==> src/rtl/mtm_pkg.sv <==
// Shared types, constants and note tables for the motor tone melody player.
package mtm_pkg;

    localparam logic [31:0] PHASE_GAIN_RESET = 32'd89594337;

    localparam int          FREQ_W      = 24;
    localparam logic [23:0] SWEEP_STEP  = 24'd10;
    localparam logic [23:0] FREQ_FLOOR  = 24'd10000;
    localparam logic [15:0] MAG_SWEEP   = 16'd19661;
    localparam logic [15:0] MAG_FULL    = 16'd32768;

    // Polynomial sine coefficients (Q14) and sqrt(3)/2 (Q15)
    localparam logic [15:0] SIN_A        = 16'd25736;
    localparam logic [15:0] SIN_B        = 16'd10512;
    localparam logic [15:0] SIN_C        = 16'd1160;
    localparam logic [15:0] SQRT3_HALF   = 16'd28378;
    localparam logic [15:0] QUARTER_TURN = 16'd16384;
    localparam logic [15:0] HALF_TURN    = 16'd32768;
    localparam logic [15:0] THREE_QUARTER_TURN = 16'd49152;
    localparam logic [14:0] SIN_MAX      = 15'd32767;

    typedef enum logic [3:0] {
        ST_IDLE,
        ST_PMUL,
        ST_PADD,
        ST_ANG,
        ST_M2,
        ST_T,
        ST_R,
        ST_S,
        ST_SC,
        ST_STORE,
        ST_K,
        ST_FIN,
        ST_OUT
    } state_t;

    typedef struct packed {
        logic [FREQ_W-1:0] freq;
        logic [15:0]       mag;
        logic              done;
    } tone_cmd_t;

    typedef struct packed {
        logic signed [15:0] phase_a;
        logic signed [15:0] phase_b;
        logic signed [15:0] phase_c;
        logic               completed;
    } tone_res_t;

    // Note frequency in centihertz; entries past the melody are silent
    function automatic logic [17:0] note_freq_chz(input logic [2:0] idx);
        logic [17:0] f;
        unique case (idx)
            3'd0:    f = 18'd104650;
            3'd1:    f = 18'd131851;
            3'd2:    f = 18'd156798;
            3'd4:    f = 18'd209300;
            default: f = 18'd0;
        endcase
        return f;
    endfunction

    // Note duration in milliseconds; entries past the melody last zero
    function automatic logic [9:0] note_len_ms(input logic [2:0] idx);
        logic [9:0] d;
        unique case (idx)
            3'd0:    d = 10'd200;
            3'd1:    d = 10'd200;
            3'd2:    d = 10'd200;
            3'd3:    d = 10'd300;
            3'd4:    d = 10'd600;
            default: d = 10'd0;
        endcase
        return d;
    endfunction

    function automatic logic signed [15:0] sat16(input logic signed [17:0] v);
        logic signed [15:0] r;
        if (v > 18'sd32767)
        begin
            r = 16'sh7FFF;
        end
        else if (v < -18'sd32768)
        begin
            r = 16'sh8000;
        end
        else
        begin
            r = v[15:0];
        end
        return r;
    endfunction

endpackage

==> src/rtl/mtm_ifs.sv <==
// Valid/ready channel interfaces for tick input, tone output and configuration.
interface mtm_tick_if;
    logic        valid;
    logic        ready;
    logic        mode;
    logic [31:0] now_ms;

    modport source (output valid, output mode, output now_ms, input ready);
    modport sink (input valid, input mode, input now_ms, output ready);
endinterface

interface mtm_tone_if;
    logic               valid;
    logic               ready;
    logic signed [15:0] phase_a;
    logic signed [15:0] phase_b;
    logic signed [15:0] phase_c;
    logic               completed;

    modport source (output valid, output phase_a, output phase_b, output phase_c,
                    output completed, input ready);
    modport sink (input valid, input phase_a, input phase_b, input phase_c,
                  input completed, output ready);
endinterface

interface mtm_cfg_if;
    logic        valid;
    logic        ready;
    logic [31:0] data;

    modport source (output valid, output data, input ready);
    modport sink (input valid, input data, output ready);
endinterface

==> src/rtl/mtm_mul.sv <==
// Shared unsigned multiplier with registered product.
module mtm_mul
(
    input  logic        clk,
    input  logic [31:0] a_op,
    input  logic [23:0] b_op,
    output logic [55:0] prod
);

    logic [55:0] prod_reg;

    always_ff @(posedge clk)
    begin
        prod_reg <= {24'b0, a_op} * {32'b0, b_op};
    end

    assign prod = prod_reg;

endmodule

==> src/rtl/mtm_note_seq.sv <==
// Melody and sweep sequencing: picks frequency, magnitude and done flag per tick.
module mtm_note_seq
#(
    parameter int NUM_NOTES = 5
)
(
    input  logic                clk,
    input  logic                rst_n,
    input  logic                advance,
    input  logic                mode,
    input  logic [31:0]         now_ms,
    output mtm_pkg::tone_cmd_t  cmd
);

    localparam logic [2:0] LAST_STEP = 3'(NUM_NOTES + 1);

    logic [2:0]  step_reg, step_next;
    logic [31:0] deadline_reg, deadline_next;
    logic [23:0] sweep_reg, sweep_next;
    logic [24:0] sweep_sum;
    logic [23:0] sweep_sat;

    assign sweep_sum = {1'b0, sweep_reg} + {1'b0, mtm_pkg::SWEEP_STEP};
    assign sweep_sat = sweep_sum[24] ? '1 : sweep_sum[23:0];

    always_comb
    begin
        step_next     = step_reg;
        deadline_next = deadline_reg;
        sweep_next    = sweep_reg;
        cmd           = '0;
        priority if (mode)
        begin
            sweep_next = sweep_sat;
            cmd.freq   = sweep_sat;
            cmd.mag    = mtm_pkg::MAG_SWEEP;
        end
        else if (step_reg == 3'd0)
        begin
            // silent first tick: arm the first note
            step_next     = 3'd1;
            deadline_next = now_ms + {22'b0, mtm_pkg::note_len_ms(3'd0)};
        end
        else if (step_reg >= LAST_STEP)
        begin
            cmd.done = 1'b1;
        end
        else
        begin
            cmd.freq = {6'b0, mtm_pkg::note_freq_chz(step_reg - 3'd1)};
            cmd.mag  = mtm_pkg::MAG_FULL;
            if (now_ms >= deadline_reg)
            begin
                step_next     = step_reg + 3'd1;
                deadline_next = now_ms + {22'b0, mtm_pkg::note_len_ms(step_reg)};
            end
        end
    end

    always_ff @(posedge clk or negedge rst_n)
    begin
        if (!rst_n)
        begin
            step_reg     <= '0;
            deadline_reg <= '0;
            sweep_reg    <= '0;
        end
        else if (advance)
        begin
            step_reg     <= step_next;
            deadline_reg <= deadline_next;
            sweep_reg    <= sweep_next;
        end
    end

endmodule

==> src/rtl/mtm_engine.sv <==
// Sequencer for phase accumulation, sin/cos and inverse Clarke on one multiplier.
module mtm_engine
(
    input  logic               clk,
    input  logic               rst_n,
    input  logic [31:0]        phase_gain,
    input  logic               start,
    input  mtm_pkg::tone_cmd_t cmd,
    input  logic               slot_free,
    output logic               idle,
    output logic               res_valid,
    output mtm_pkg::tone_res_t res
);

    mtm_pkg::state_t state_reg, state_next;

    logic [23:0]        freq_reg;
    logic [15:0]        mag_reg;
    logic               done_reg;
    logic [31:0]        phase_reg;
    logic               pass_sin_reg;
    logic [14:0]        m_reg;
    logic               neg_reg;
    logic [14:0]        m2_reg;
    logic [14:0]        am_reg, bm_reg;
    logic               sa_reg, sb_reg;
    logic signed [15:0] pa_reg, pb_reg, pc_reg;

    logic [31:0] mul_a;
    logic [23:0] mul_b;
    logic [55:0] prod;

    logic [15:0] angle;
    logic [14:0] m_z;
    logic        neg_z;
    logic [15:0] prod_q14;
    logic [15:0] res_raw;
    logic [14:0] res_clamp;
    logic [14:0] prod_q15;
    logic signed [17:0] alpha_s, half_s, k_s, pb_w, pc_w;

    mtm_mul u_mul
    (
        .clk  (clk),
        .a_op (mul_a),
        .b_op (mul_b),
        .prod (prod)
    );

    // cos pass first, using the angle advanced a quarter turn
    assign angle = phase_reg[31:16] + (pass_sin_reg ? 16'd0 : mtm_pkg::QUARTER_TURN);

    always_comb
    begin
        priority if (angle <= mtm_pkg::QUARTER_TURN)
        begin
            m_z   = angle[14:0];
            neg_z = 1'b0;
        end
        else if (angle <= mtm_pkg::THREE_QUARTER_TURN)
        begin
            if (angle > mtm_pkg::HALF_TURN)
            begin
                m_z   = 15'(angle - mtm_pkg::HALF_TURN);
                neg_z = 1'b1;
            end
            else
            begin
                m_z   = 15'(mtm_pkg::HALF_TURN - angle);
                neg_z = 1'b0;
            end
        end
        else
        begin
            m_z   = 15'(17'h10000 - {1'b0, angle});
            neg_z = 1'b1;
        end
    end

    assign prod_q14  = prod[29:14];
    assign res_raw   = prod[28:13];
    assign res_clamp = res_raw[15] ? mtm_pkg::SIN_MAX : res_raw[14:0];
    assign prod_q15  = prod[29:15];

    // Inverse Clarke, all magnitudes truncated toward zero
    always_comb
    begin
        alpha_s = sa_reg ? -$signed({3'b0, am_reg}) : $signed({3'b0, am_reg});
        half_s  = sa_reg ? -$signed({4'b0, am_reg[14:1]}) : $signed({4'b0, am_reg[14:1]});
        k_s     = sb_reg ? -$signed({3'b0, prod_q15}) : $signed({3'b0, prod_q15});
        pb_w    = k_s - half_s;
        pc_w    = -half_s - k_s;
    end

    always_comb
    begin
        state_next = state_reg;
        unique case (state_reg)
            mtm_pkg::ST_IDLE:  if (start) state_next = mtm_pkg::ST_PMUL;
            mtm_pkg::ST_PMUL:  state_next = mtm_pkg::ST_PADD;
            mtm_pkg::ST_PADD:  state_next = (freq_reg > mtm_pkg::FREQ_FLOOR) ?
                                            mtm_pkg::ST_ANG : mtm_pkg::ST_OUT;
            mtm_pkg::ST_ANG:   state_next = mtm_pkg::ST_M2;
            mtm_pkg::ST_M2:    state_next = mtm_pkg::ST_T;
            mtm_pkg::ST_T:     state_next = mtm_pkg::ST_R;
            mtm_pkg::ST_R:     state_next = mtm_pkg::ST_S;
            mtm_pkg::ST_S:     state_next = mtm_pkg::ST_SC;
            mtm_pkg::ST_SC:    state_next = mtm_pkg::ST_STORE;
            mtm_pkg::ST_STORE: state_next = pass_sin_reg ? mtm_pkg::ST_K : mtm_pkg::ST_ANG;
            mtm_pkg::ST_K:     state_next = mtm_pkg::ST_FIN;
            mtm_pkg::ST_FIN:   state_next = mtm_pkg::ST_OUT;
            mtm_pkg::ST_OUT:   if (slot_free) state_next = mtm_pkg::ST_IDLE;
            default:           state_next = mtm_pkg::ST_IDLE;
        endcase
    end

    always_comb
    begin
        idle      = 1'b0;
        res_valid = 1'b0;
        mul_a     = '0;
        mul_b     = '0;
        unique case (state_reg)
            mtm_pkg::ST_IDLE: idle = 1'b1;
            mtm_pkg::ST_PMUL:
            begin
                mul_a = phase_gain;
                mul_b = freq_reg;
            end
            mtm_pkg::ST_M2:
            begin
                mul_a = {17'b0, m_reg};
                mul_b = {9'b0, m_reg};
            end
            mtm_pkg::ST_T:
            begin
                mul_a = {16'b0, mtm_pkg::SIN_C};
                mul_b = {8'b0, prod_q14};
            end
            mtm_pkg::ST_R:
            begin
                mul_a = {16'b0, mtm_pkg::SIN_B - prod_q14};
                mul_b = {9'b0, m2_reg};
            end
            mtm_pkg::ST_S:
            begin
                mul_a = {16'b0, mtm_pkg::SIN_A - prod_q14};
                mul_b = {9'b0, m_reg};
            end
            mtm_pkg::ST_SC:
            begin
                mul_a = {16'b0, mag_reg};
                mul_b = {9'b0, res_clamp};
            end
            mtm_pkg::ST_K:
            begin
                mul_a = {16'b0, mtm_pkg::SQRT3_HALF};
                mul_b = {9'b0, bm_reg};
            end
            mtm_pkg::ST_OUT: res_valid = 1'b1;
            default:
            begin
                mul_a = '0;
                mul_b = '0;
            end
        endcase
    end

    always_ff @(posedge clk or negedge rst_n)
    begin
        if (!rst_n)
        begin
            state_reg <= mtm_pkg::ST_IDLE;
            phase_reg <= '0;
        end
        else
        begin
            state_reg <= state_next;
            if (state_reg == mtm_pkg::ST_PADD)
            begin
                phase_reg <= phase_reg + prod[47:16];
            end
        end
    end

    always_ff @(posedge clk)
    begin
        unique case (state_reg)
            mtm_pkg::ST_IDLE:
            begin
                if (start)
                begin
                    freq_reg     <= cmd.freq;
                    mag_reg      <= cmd.mag;
                    done_reg     <= cmd.done;
                    pass_sin_reg <= 1'b0;
                end
            end
            mtm_pkg::ST_PADD:
            begin
                // silent tone: drop straight to a zero result
                pa_reg <= '0;
                pb_reg <= '0;
                pc_reg <= '0;
            end
            mtm_pkg::ST_ANG:
            begin
                m_reg   <= m_z;
                neg_reg <= neg_z;
            end
            mtm_pkg::ST_T: m2_reg <= prod_q14[14:0];
            mtm_pkg::ST_STORE:
            begin
                if (pass_sin_reg)
                begin
                    bm_reg <= prod_q15;
                    sb_reg <= neg_reg;
                end
                else
                begin
                    am_reg       <= prod_q15;
                    sa_reg       <= neg_reg;
                    pass_sin_reg <= 1'b1;
                end
            end
            mtm_pkg::ST_FIN:
            begin
                pa_reg <= alpha_s[15:0];
                pb_reg <= mtm_pkg::sat16(pb_w);
                pc_reg <= mtm_pkg::sat16(pc_w);
            end
            default:
            begin
            end
        endcase
    end

    always_comb
    begin
        res.phase_a   = pa_reg;
        res.phase_b   = pb_reg;
        res.phase_c   = pc_reg;
        res.completed = done_reg;
    end

endmodule

==> src/rtl/motor_tone_melody_player_unit.sv <==
// Three-phase tone player: melody ROM or frequency sweep through DDS and inverse Clarke.
// A tick with a tone (frequency above 100 Hz) goes through all engine states; a silent tick
// skips from the phase update straight to the result. A new tick is taken only once the engine
// is idle again, after its result has moved to the output register; a tone's twelve
// products run in turn through the one shared multiplier.
// Reset: asynchronous active-low; melody, sweep and phase state clear, gain reloads.
module motor_tone_melody_player_unit
#(
    parameter int NUM_NOTES = 5
)
(
    input  logic            clk,
    input  logic            rst_n,
    mtm_tick_if.sink        tick,
    mtm_tone_if.source      tone,
    mtm_cfg_if.sink         cfg
);

    logic [31:0]        phase_gain_reg;
    logic               accept;
    logic               eng_idle;
    logic               res_valid;
    logic               slot_free;
    mtm_pkg::tone_cmd_t cmd;
    mtm_pkg::tone_res_t res;
    logic               tone_valid_reg;
    mtm_pkg::tone_res_t tone_res_reg;

    assign cfg.ready  = 1'b1;
    assign tick.ready = eng_idle;
    assign accept     = tick.valid & tick.ready;
    assign slot_free  = !tone_valid_reg || tone.ready;

    always_ff @(posedge clk or negedge rst_n)
    begin
        if (!rst_n)
        begin
            phase_gain_reg <= mtm_pkg::PHASE_GAIN_RESET;
        end
        else if (cfg.valid)
        begin
            phase_gain_reg <= cfg.data;
        end
    end

    mtm_note_seq #(.NUM_NOTES(NUM_NOTES)) u_note_seq
    (
        .clk     (clk),
        .rst_n   (rst_n),
        .advance (accept),
        .mode    (tick.mode),
        .now_ms  (tick.now_ms),
        .cmd     (cmd)
    );

    mtm_engine u_engine
    (
        .clk        (clk),
        .rst_n      (rst_n),
        .phase_gain (phase_gain_reg),
        .start      (accept),
        .cmd        (cmd),
        .slot_free  (slot_free),
        .idle       (eng_idle),
        .res_valid  (res_valid),
        .res        (res)
    );

    // Output register: hold the beat until the sink takes it
    always_ff @(posedge clk or negedge rst_n)
    begin
        if (!rst_n)
        begin
            tone_valid_reg <= 1'b0;
        end
        else if (res_valid && slot_free)
        begin
            tone_valid_reg <= 1'b1;
        end
        else if (tone.ready)
        begin
            tone_valid_reg <= 1'b0;
        end
    end

    always_ff @(posedge clk)
    begin
        if (res_valid && slot_free)
        begin
            tone_res_reg <= res;
        end
    end

    assign tone.valid     = tone_valid_reg;
    assign tone.phase_a   = tone_res_reg.phase_a;
    assign tone.phase_b   = tone_res_reg.phase_b;
    assign tone.phase_c   = tone_res_reg.phase_c;
    assign tone.completed = tone_res_reg.completed;

    a_done_is_silent: assert property (@(posedge clk) disable iff (!rst_n)
        tone.valid && tone.completed |->
            tone.phase_a == 16'sd0 && tone.phase_b == 16'sd0 && tone.phase_c == 16'sd0)
        else $error("finished melody produced a nonzero phase");

    a_busy_after_accept: assert property (@(posedge clk) disable iff (!rst_n)
        accept |=> !tick.ready)
        else $error("input taken while the engine was busy");

    a_result_held: assert property (@(posedge clk) disable iff (!rst_n)
        res_valid && !slot_free |=> res_valid && $stable(res))
        else $error("engine result changed before the output slot freed");

endmodule

==> src/flat_wrapper.sv <==
// flat-port wrapper written by rule: the top's interface ports become plain ports
module motor_tone_melody_player_unit_flat 
#(
    parameter int NUM_NOTES = 5
)
  (clk, rst_n, tick_valid, tick_mode, tick_now_ms, tick_ready, tone_valid, tone_phase_a, tone_phase_b, tone_phase_c, tone_completed, tone_ready, cfg_valid, cfg_data, cfg_ready);
  mtm_tick_if tick_i ();
  mtm_tone_if tone_i ();
  mtm_cfg_if cfg_i ();
  input  logic clk;
  input  logic rst_n;
  input wire logic [$bits(tick_i.valid)-1:0] tick_valid;
  input wire logic [$bits(tick_i.mode)-1:0] tick_mode;
  input wire logic [$bits(tick_i.now_ms)-1:0] tick_now_ms;
  output wire logic [$bits(tick_i.ready)-1:0] tick_ready;
  output wire logic [$bits(tone_i.valid)-1:0] tone_valid;
  output wire logic [$bits(tone_i.phase_a)-1:0] tone_phase_a;
  output wire logic [$bits(tone_i.phase_b)-1:0] tone_phase_b;
  output wire logic [$bits(tone_i.phase_c)-1:0] tone_phase_c;
  output wire logic [$bits(tone_i.completed)-1:0] tone_completed;
  input wire logic [$bits(tone_i.ready)-1:0] tone_ready;
  input wire logic [$bits(cfg_i.valid)-1:0] cfg_valid;
  input wire logic [$bits(cfg_i.data)-1:0] cfg_data;
  output wire logic [$bits(cfg_i.ready)-1:0] cfg_ready;
  assign tick_i.valid = tick_valid;
  assign tick_i.mode = tick_mode;
  assign tick_i.now_ms = tick_now_ms;
  assign tick_ready = tick_i.ready;
  assign tone_valid = tone_i.valid;
  assign tone_phase_a = tone_i.phase_a;
  assign tone_phase_b = tone_i.phase_b;
  assign tone_phase_c = tone_i.phase_c;
  assign tone_completed = tone_i.completed;
  assign tone_i.ready = tone_ready;
  assign cfg_i.valid = cfg_valid;
  assign cfg_i.data = cfg_data;
  assign cfg_ready = cfg_i.ready;
  motor_tone_melody_player_unit #(.NUM_NOTES(NUM_NOTES)) u_core (.clk(clk), .rst_n(rst_n), .tick(tick_i), .tone(tone_i), .cfg(cfg_i));
endmodule
==> config.mk <==
export PLATFORM = sky130hd
export DESIGN_NAME = motor_tone_melody_player_unit_flat
export DESIGN_NICKNAME = d
export VERILOG_FILES = /design/src/rtl/mtm_pkg.sv /design/src/rtl/mtm_ifs.sv /design/src/rtl/mtm_mul.sv /design/src/rtl/mtm_note_seq.sv /design/src/rtl/mtm_engine.sv /design/src/rtl/motor_tone_melody_player_unit.sv /design/src/flat_wrapper.sv
export SDC_FILE = /design/constraint.sdc
export NUM_CORES = 2
export LEC_CHECK = 0
export BUFFER_PORTS_ARGS = -buffer_cell sky130_fd_sc_hd__buf_2
export CORE_MARGIN = 2
export CORE_UTILIZATION = 24
export CTS_CLUSTER_DIAMETER = 50
export CTS_CLUSTER_SIZE = 20
export DETAILED_ROUTE_END_ITERATION = 7
export PLACE_DENSITY = 0.46
export SLEW_MARGIN = 20
export SYNTH_ARGS = -nofsm -noshare
export SYNTH_HDL_FRONTEND = slang
export SYNTH_SLANG_ARGS = --single-unit
export TNS_END_PERCENT = 1
==> constraint.sdc <==
create_clock -name clk -period 9.28 [get_ports clk]
set_input_delay 0 -clock clk [delete_from_list [all_inputs] [get_ports clk]]
set_output_delay 0 -clock clk [all_outputs]
set_load 0.01 [all_outputs]
## Yosys cells after proc, flatten, opt, wreduce, memory -nomap -nowiden

Cells that the tools add are included.

- Reductions and logical operators: 20
- Eq/ne operators: 22
- Add/subtract/negate cells: 18
- $lt $le $gt $ge: 10
- $mul: 1
- Muxes and demuxes: 47
- Bitwise logic cells: 3

Operator list:

| cell | number |
|---|---|
| $pmux 32 s7 | 1 |
| $pmux 24 s6 | 1 |
| $mux 32 | 3 |
| $pmux 16 s2 | 3 |
| $mux 16 | 5 |
| $mux 15 | 5 |
| $pmux 18 s4 | 1 |
| $pmux 4 s13 | 1 |
| $mul 32x24->48 | 1 |
| $mux 10 | 4 |
| $mux 40 | 1 |
| $gt 18x16->1 const B | 2 |
| $lt 18x16->1 const B | 2 |
| $mux 18 | 2 |
| $sub 18x18->18 | 2 |
| $mux 35 | 1 |
| $mux 34 | 1 |
| $add 32x10->32 | 1 |
| $add 32x32->32 | 1 |
| $add 32x8->32 const B | 1 |
| $ge 32x32->1 | 1 |
| $pmux 10 s3 | 1 |
| $sub 1x15->15 const A | 2 |
| $add 24x4->25 const B | 1 |
| 40 further kinds | 77 |

- Input bits: 70
- Register bits after elaboration: 378

## Depth between registers and ports, before layout

- Depth after elaboration: 11
- Mapped depth: 40
- Gate-level depth less buffers: 38

## By module

A second synthesis with hierarchy kept.

- Cells, all modules: 4,923
- Area total of the unflattened synthesis: 46,925.0 µm²

By module, submodules not included:

| module | area each (µm²) | instances | cells each | seq. area each (µm²) |
|---|---|---|---|---|
| mtm_mul | 26,307.7 | 1 | 2,949 | 1,121.1 |
| mtm_engine | 12,589.6 | 1 | 1,257 | 5,495.3 |
| mtm_note_seq | 5,132.4 | 1 | 593 | 1,476.4 |
| motor_tone_melody_player_unit | 2,895.3 | 1 | 124 | 2,314.7 |

## Worst setup path before layout

Ideal clock, no wire load.

- Kind: register -> register
- Start point: register u_core.u_engine.state_reg[0]
- End point: register u_core.u_engine.u_mul.prod_reg[38], in the netlist u_core.u_engine.u_mul.prod[38]
- Cell stages (with the launch flop): 40
- Path buffers: 3
- Period minus slack after synthesis: 9.403 ns
- Data arrival time: 9.279 ns
- Data required time: 9.157 ns
- Path slack: -0.123 ns
- Setup time: 0.123 ns
- Cell sequence: dfrtp_1 > buf_2 > buf_1 > nand3_1 > inv_1 > ha_1 > and3b_1 > o21ai_0 > a21oi_1 > o21ai_0 > a211oi_1 > o21ai_0 > a21oi_1 > xnor2_1 > o2111ai_1 > clkbuf_1 > nand2_1 > fa_1 > (+4 left out) > inv_1 > fa_1 > fa_1 > inv_1 > fa_1 > inv_1 > fa_1 > ha_1 > a21o_1 > a21o_1 > a221oi_1 > o32a_1 > o211a_1 > o21bai_1 > o211ai_1 > nor2b_1 > o21bai_1 > xor2_1

- Cells in the longest elaborated chain, start to end: 4

Ends and longest elaborated chain:

| what | line | RTL |
|---|---|---|
| start: declaration | mtm_engine.sv:15 | `mtm_pkg::state_t state_reg, state_next;` |
| start signal: assignment | mtm_engine.sv:173 | `state_reg <= mtm_pkg::ST_IDLE;` |
| start signal: assignment | mtm_engine.sv:178 | `state_reg <= state_next;` |
| $eq 4x3->1 | mtm_engine.sv:123 | `unique case (state_reg)` |
| $reduce_or 2->1 (no source line) | - |  |
| $pmux 24 s6 | mtm_engine.sv:123 |  |
| $mul 32x24->48 * | mtm_mul.sv:14 | `prod_reg <= {24'b0, a_op} * {32'b0, b_op};` |
| end signal: assignment | mtm_mul.sv:14 |  |
| end: declaration | mtm_mul.sv:10 | `logic [55:0] prod_reg;` |

Mark *: on every way between the ends. The rest lies on a longest branch, timed or not.
A chain may end at the register's enable or synchronous reset.

## Final worst setup path

- Start point: register u_core.u_engine.state_reg[2]
- End point: register u_core.u_engine.u_mul.prod_reg[47], in the netlist u_core.u_engine.u_mul.prod[47]

Same word-level chain as after synthesis.

==> flow_metrics.env <==
export IMPL_fin_area_um2=50300
export IMPL_yosys_cell_count_top_type="inv_1"
export IMPL_tightest_slew_ns=1.06
export IMPL_vias_per_cell=4.51
export IMPL_insertion_delay_ns=0.66
export IMPL_endpoint_kind="flip-flop"
export IMPL_fin_crit_ns=8.92
export IMPL_dr_pass1_iters=5
export IMPL_drc=0
export IMPL_synth_seq_area_share=0.225
export IMPL_holdCritPathClass="in -> async"
export IMPL_routed_wl_um=137000
export IMPL_largest_register_ffs=35
export IMPL_synth_avg_cell_area_um2=9.23
export IMPL_wire_per_inst_um=18.9
export IMPL_clk_pin_slew_worst_paths_ns=0.07
export IMPL_clock_fmax_ghz=0.112
export IMPL_max_cap_violations=0
export IMPL_setup_tns_ns=0
export IMPL_drv_slew=0
export IMPL_syn_to_final_growth_pct=18.3
export IMPL_grt_antenna_before_repair=4
export IMPL_crit_path_frequent_cell="fa_1"
export IMPL_worstPathRequired_ns=9.86
export IMPL_cts_buffers=52
export IMPL_setup_violations_final=0
export IMPL_crit_type="reg -> reg"
export IMPL_start_kind="flip-flop"
export IMPL_grt_usage=0.151
export IMPL_detail_route_antenna_nets=0
export IMPL_post_dp_cell_area_um2=47200
export IMPL_async_flop_share=0.365
export IMPL_core_um2=176000
export IMPL_cts_buffer_depth=3
export IMPL_synthTopCellsByCount="inv_1 (891), nand2_1 (740), fa_1 (635)"
export IMPL_dpl_hpwl_um=109000
export IMPL_syn_cell_area_um2=42500
export IMPL_ys_seq_elements=351
export IMPL_grt_overflow=0
export IMPL_clock_sinks=351
export IMPL_ioPinCount=122
export IMPL_top_layer_used="met4"
export IMPL_cp_max_fo=6
export IMPL_hold_viol=0
export IMPL_synth_top_area_cell="fa_1"
export IMPL_start_util=0.241
export IMPL_worstPathArrival_ns=9.49
export IMPL_grt_max_degree=84
export IMPL_drtIter0Drc=2021
export IMPL_die_w_um=425
export IMPL_cpMaxStageDelayCell="fa_1"
export IMPL_grt_first_pass_wirelength_um=210000
export IMPL_skew_ns=0.0817
export IMPL_fin_crit_sh=0.961
export IMPL_yosys_warnings=0
export IMPL_synth_main_ff_cell="edfxtp_1"
export IMPL_ctsHtreeMaxLevel=2
export IMPL_worst_path_largest_cell_delay_ns=0.54
export IMPL_synth_fp_nets=5584
export IMPL_syn_instance_count=4600
export IMPL_synth_top_area_share=0.299
export IMPL_diodes=0
export IMPL_grt_pass1_vias=34200
export IMPL_dieArea_um2=180000
export IMPL_gp_congestion=0.878
export IMPL_outcome="finished, final reports clean"
export IMPL_fillers=18700
export IMPL_wl_met1_um=61700
export IMPL_pre_cts_slack_ns=-0.101
export IMPL_num_vias=32700
export IMPL_ys_types=89
export IMPL_io_buffer_count=120
export IMPL_synth_area_top_cells="fa_1 (30%), edfxtp_1 (13%), ha_1 (8.2%)"
export IMPL_finalHoldWorstSlack_ns=0.0143
export IMPL_cts_root_buffer="clkbuf_16"
export IMPL_fin_ws_ns=0.365
export IMPL_synth_edf_count=188
export IMPL_cts_tree="yes"
export IMPL_fin_nets=5865
export IMPL_placementRows=154
export IMPL_met2WireLength_um=65800
export IMPL_slew_headroom=0.290
export IMPL_wl_met3_um=6140
export IMPL_die_y_um=425
export IMPL_drive_gt1_frac=0.117
placed cells by master, fill, tap and decap left out, types with 119 or more instances in the layout:
| cell | n |
|---|---|
| inv_1 | 891 |
| o21ai_0 | 155 |
| xnor2_1 | 125 |
| buf_2 | 119 |
| fa_1 | 630 |
| nor2_1 | 237 |
| buf_4 | 192 |
| a21oi_1 | 137 |
| ha_1 | 273 |
| edfxtp_1 | 188 |
| nand2_1 | 738 |
metal layers:
| layer | GRT usage | vias to the layer above |
|---|---|---|
| met5 | 0 | - |
| met1 | 0.205 | 16700 |
| met3 | 0.0172 | 173 |
| met2 | 0.258 | 741 |
| met4 | 0.0310 | 0 |
| li1 | - | 15100 |
logic make-up (layout without fill, tap and decap cells):
kind of cell,Yosys count,after routing,share of synthesized area
muxes,79,79,0.0199
xor gates and xnor gates,214,214,0.0441
adders and majority gates,914,914,0.382
and+or+nand+nor,1373,1373,0.145
DFF,351,351,0.225
other,1,1,0.0000883
buffers and inverters,1085,1410,0.0967
AOI/OAI and AO/OA,583,583,0.0877
timing repair:
item	in CTS	in global routing
setup buffers	0	8
hold buffers	84	0
gates resized for setup	3	53
endpoints found under the hold margin	174	0
pin swaps	1	36
gates cloned	0	0
endpoints found under the setup margin	7	23
critical path: cells and delay by family, from the launching register on:
family / cells / cell delay (ns)
AO/OA/AOI/OAI: 10 / 1.88
XOR/XNOR: 2 / 0.30
adder cells (fa/ha/maj): 9 / 4.16
buffers and inverters: 9 / 0.84
flip-flops: 1 / 0.37
AND/OR/NAND/NOR: 10 / 1.30
final cells by class:
cell class	count	area, um^2	area share
timing repair buffer	421	3370	0.0671
clock buffer	56	1350	0.0268
multi-input combinational	3164	29100	0.579
tap	2340	2930	0.0583
inverter	891	3340	0.0665
sequential	351	9570	0.190
clock inverter	42	584	0.0116
stage by stage:
step                utilization  instances
global route              0.286       7265
global placement          0.268       7075
CTS                       0.284       7257
finish                    0.286       7265
detailed placement        0.268       7075
floorplan                     -       4600
worst paths after layout:
kind,depth (start not counted),end,slack [ns],from
worst max-delay path,40,u_core.u_engine.u_mul.prod[47],0.36,u_core.u_engine.state_reg[2]
worst min-delay path,2,u_core.phase_gain_reg[23],0.01,rst_n
worst max register to register,40,u_core.u_engine.u_mul.prod[47],0.36,u_core.u_engine.state_reg[2]
worst min register to register,0,u_core.tone.phase_a[2],0.42,u_core.u_engine.pa_reg[2]
max in group asynchronous,3,u_core.phase_gain_reg[9],7.93,rst_n
min in group clk,3,u_core.phase_gain_reg[19],0.04,cfg_valid
Power is not shown: default switching activity piles up to over one toggle a cycle in this logic, so the estimate is an artifact.
